## src/design/l3d_ram.sv

```systemverilog
// ----------------------------------------------------------------------------
// l3d_ram
// Generic single write, single read port RAM with registered read data.
// ----------------------------------------------------------------------------
module l3d_ram #(
    parameter int WIDTH = 16,
    parameter int DEPTH = 256
) (
    input  logic                     i_clk,
    input  logic                     i_we,
    input  logic [$clog2(DEPTH)-1:0] i_waddr,
    input  logic [WIDTH-1:0]         i_wdata,
    input  logic [$clog2(DEPTH)-1:0] i_raddr,
    output logic [WIDTH-1:0]         o_rdata
);

    logic [WIDTH-1:0] r_mem [DEPTH];
    logic [WIDTH-1:0] r_rdata;

    always_ff @(posedge i_clk) begin
        if (i_we) begin
            r_mem[i_waddr] <= i_wdata;
        end
        r_rdata <= r_mem[i_raddr];
    end

    assign o_rdata = r_rdata;

endmodule

```

## config.mk

```make
export PLATFORM = sky130hd
export DESIGN_NAME = l3d_ram
export DESIGN_NICKNAME = d
export VERILOG_FILES = /design/src/design/l3d_ram.sv
export SDC_FILE = /design/constraint.sdc
export NUM_CORES = 2
export LEC_CHECK = 0
export BUFFER_PORTS_ARGS = -buffer_cell sky130_fd_sc_hd__buf_2
export CORE_MARGIN = 5
export CORE_UTILIZATION = 62
export DETAILED_ROUTE_END_ITERATION = 10
export PLACE_DENSITY_LB_ADDON = 0.1
export SYNTH_ARGS = -nofsm -noshare
export SYNTH_HDL_FRONTEND = slang
export SYNTH_SLANG_ARGS = --single-unit
```

## constraint.sdc

```tcl
create_clock -name i_clk -period 6.47 [get_ports i_clk]
set_input_delay 0.9705 -clock i_clk [delete_from_list [all_inputs] [get_ports i_clk]]
set_output_delay 0.9705 -clock i_clk [all_outputs]
set_load 0.005 [all_outputs]
```

==> results.md <==
* H-tree depth at 5
* Final nets at 7801
* Final hold vios at 0
* Die Width at 516 µm
* Number of flops mapped to enable cells by yosys at 4096
* Yosys warning count at 0
* Max_cap viols at 0
* CP Class: in2reg
* Syn Area/Cell at 21.6 µm²
* Hold slack at 0.373 ns
* Peak Freq at 232 MHz
* Initial antenna violation count at 29
* CTS sink count at 4112
* Startpoint Class: input port
* Gr ovfl total at 0
* First-pass DRT Iterations at 9
* Total CTS buffers at 415
* Post-CTS Resized at 0
* Core ar. at 254000 µm²
* Dpl hpwl at 239 mm
* Final worst-path cycle share at 0.668
* Antenna-violating nets left at 0
* # fillers at 15300
* Vias at 80400
* Synth cell count leaders: edfxtp_1, mux4_2, mux2i_1
* First-pass GRT wire length at 590 mm
* Kind of end point of the critical path: register
* CTS Hold Bufs at 0
* Buffers on Ports at 49
* Post-synth top area share at 0.775
* Top cells by area, synth: edfxtp_1, mux4_2, mux2i_1, o221ai_1, nor2_1
* Rel. slew slack at 0.0224
* CTS tree: yes
* Biggest area consumer among synthesized cells: edfxtp_1
* Most frequent cell after synthesis: edfxtp_1
* Clk pin slew, worst setup/hold paths at 0.06 ns
* FF+latch count, synth at 4112
* Fin. max-slew vios at 0
* CTS max path bufs at 4
* Worst-Skew Late Latency at 1.01 ns
* Yosys cell types at 52
* Syn Nets at 7394
* Rows at 185
* Detailed-route wire length per cell at 36.2 µm
* Cell Pwr Density at 312 nW/µm²
* Post-route DRC at 0
* Most common flop cell mapped by yosys: edfxtp_1
* Largest net degree at the start of global routing at 193
* Post-CTS Setup Inserts at 0
* RD Place Congestion at 0.883
* Worst-margin pin slew at 1.45 ns
* Sequential share of the synthesized area at 0.777
* Layout Skew at 0.0607 ns
* Cells after Synth at 7360
* WP data required at 7.25 ns
* Total track usage at 0.315
* Io pins at 50
* Root Buffer: clkbuf_16
* Initial DRC count at 12200
* Layout cell share with drive strength beyond 1 at 0.245
* DR vias/cell at 7.01
* Hold Crit Class: in2reg
* Async set-reset flop share out of synthesis at 0
* Setup TNS at 0 ns
* Synthesized cell area at 159000 µm²
* RSZ-0062 raised after global routing: no
* VDD IR-drop max at 0.000318 V
* Die height at 516 µm
* CP arrival at 5.10 ns
* Static leakage at 56.4 nW
* Crit path max fanout at 93
* Setup violators final at 0
* Min Tclk post-route at 4.32 ns
* Starting Density at 0.624
* Die area at 266000 µm²
* Total Routed Length at 415 mm
* Vias in the first global route at 78500
* Run status: finished, final reports clean
* Area Growth Syn to Fin at 11.8%
* R2r setup slk at 3.10 ns
==> flip-flops by register name (all words and copies together), names as in the netlist <==
name     flops
r_mem     4096
o_rdata     16
==> routing by layer <==
layer | global-route usage | share of wire | vias up
met4 | 0.110 | 0.040 | 14
met2 | 0.465 | 0.46 | 5041
li1 | - | - | 32100
met1 | 0.466 | 0.38 | 42400
met5 | 0 | 0.00021 | -
met3 | 0.0821 | 0.12 | 782
==> path summary, 6_finish.rpt <==
| path | start | end | cells past startpoint |
|---|---|---|---|
| setup / recovery | i_raddr[1] | o_rdata[9] | 8 |
| hold / removal | i_wdata[13] | r_mem[96][13] | 1 |
| setup reg to reg | r_mem[129][6] | o_rdata[6] | 6 |
| hold reg to reg | r_mem[216][13] | o_rdata[13] | 6 |
==> report_power, final <==
group	internal (mW)	switching, mW	leakage (nW)
Combinational	0.897	1.80	13.1
Sequential	29.4	0.0517	36.9
Clock	13.4	9.75	6.35
Total	43.7	11.6	56.4
==> metrics by stage <==
stage	area [µm²]	total power [mW]	worst slack, ns	util	instances
3_5_place_dp	164000	32.7	1.13	0.646	10700
4_1_cts	177000	55.5	2.20	0.697	11500
5_1_grt	177000	56.8	2.17	0.698	11500
6_report	177000	55.3	2.15	0.698	11500
2_1_floorplan	159000	31.4	3.33	-	7360
3_3_place_gp	164000	32.6	1.09	0.646	10700
==> worst max-delay path: stages <==
cell     delay [ns]
buf_8          0.56
buf_12         0.54
buf_4          0.58
mux4_2         0.39
mux4_2         0.53
a22o_1         0.34
o32ai_1        0.66
nor4_1         0.16
==> cell type report <==
type                            instances  area [µm²]  area share
Clock buffer                          490       10800      0.0609
Multi-Input combinational cell       2792       33000       0.186
Inverter                                4        27.5    0.000155
Sequential cell                      4112      123000       0.695
Timing Repair Buffer                  442        3890      0.0219
Clock inverter                        247        2220      0.0125
Tap cell                             3366        4210      0.0237
Antenna cell                           11        27.5    0.000155
==> logic make-up (layout without fill, tap and decap cells) <==
group | count (synthesis) | after routing | synth area share
flip-flops | 4112 | 4112 | 0.777
multiplexers | 1450 | 1450 | 0.155
AO/OA/AOI/OAI | 786 | 786 | 0.0354
AND/OR/NAND/NOR | 556 | 556 | 0.0157
buffers and inverters | 456 | 1183 | 0.0169
other | 0 | 11 | 0
==> cells in the final DEF (no fill, tap or decap), types with 17 or more instances in the layout <==
cell type	count
edfxtp_1	4096
mux4_2	797
mux2i_1	565
clkbuf_16	420
buf_4	354
o221ai_1	252
nor2_1	246
a21oi_1	175
o22ai_1	148
clkinv_1	99
mux2_2	88
nor3_1	88
clkinv_2	76
clkbuf_1	67
nor2_2	58
a22oi_1	43
buf_12	40
bufinv_16	39
nand2_1	38
o21ai_0	37
a22o_1	32
a221oi_1	28
buf_2	28
nand4_1	26
nand3_1	26
clkinvlp_4	21
o32ai_1	20
a211oi_1	18
buf_8	17
Power figures use the tool's default switching activity.
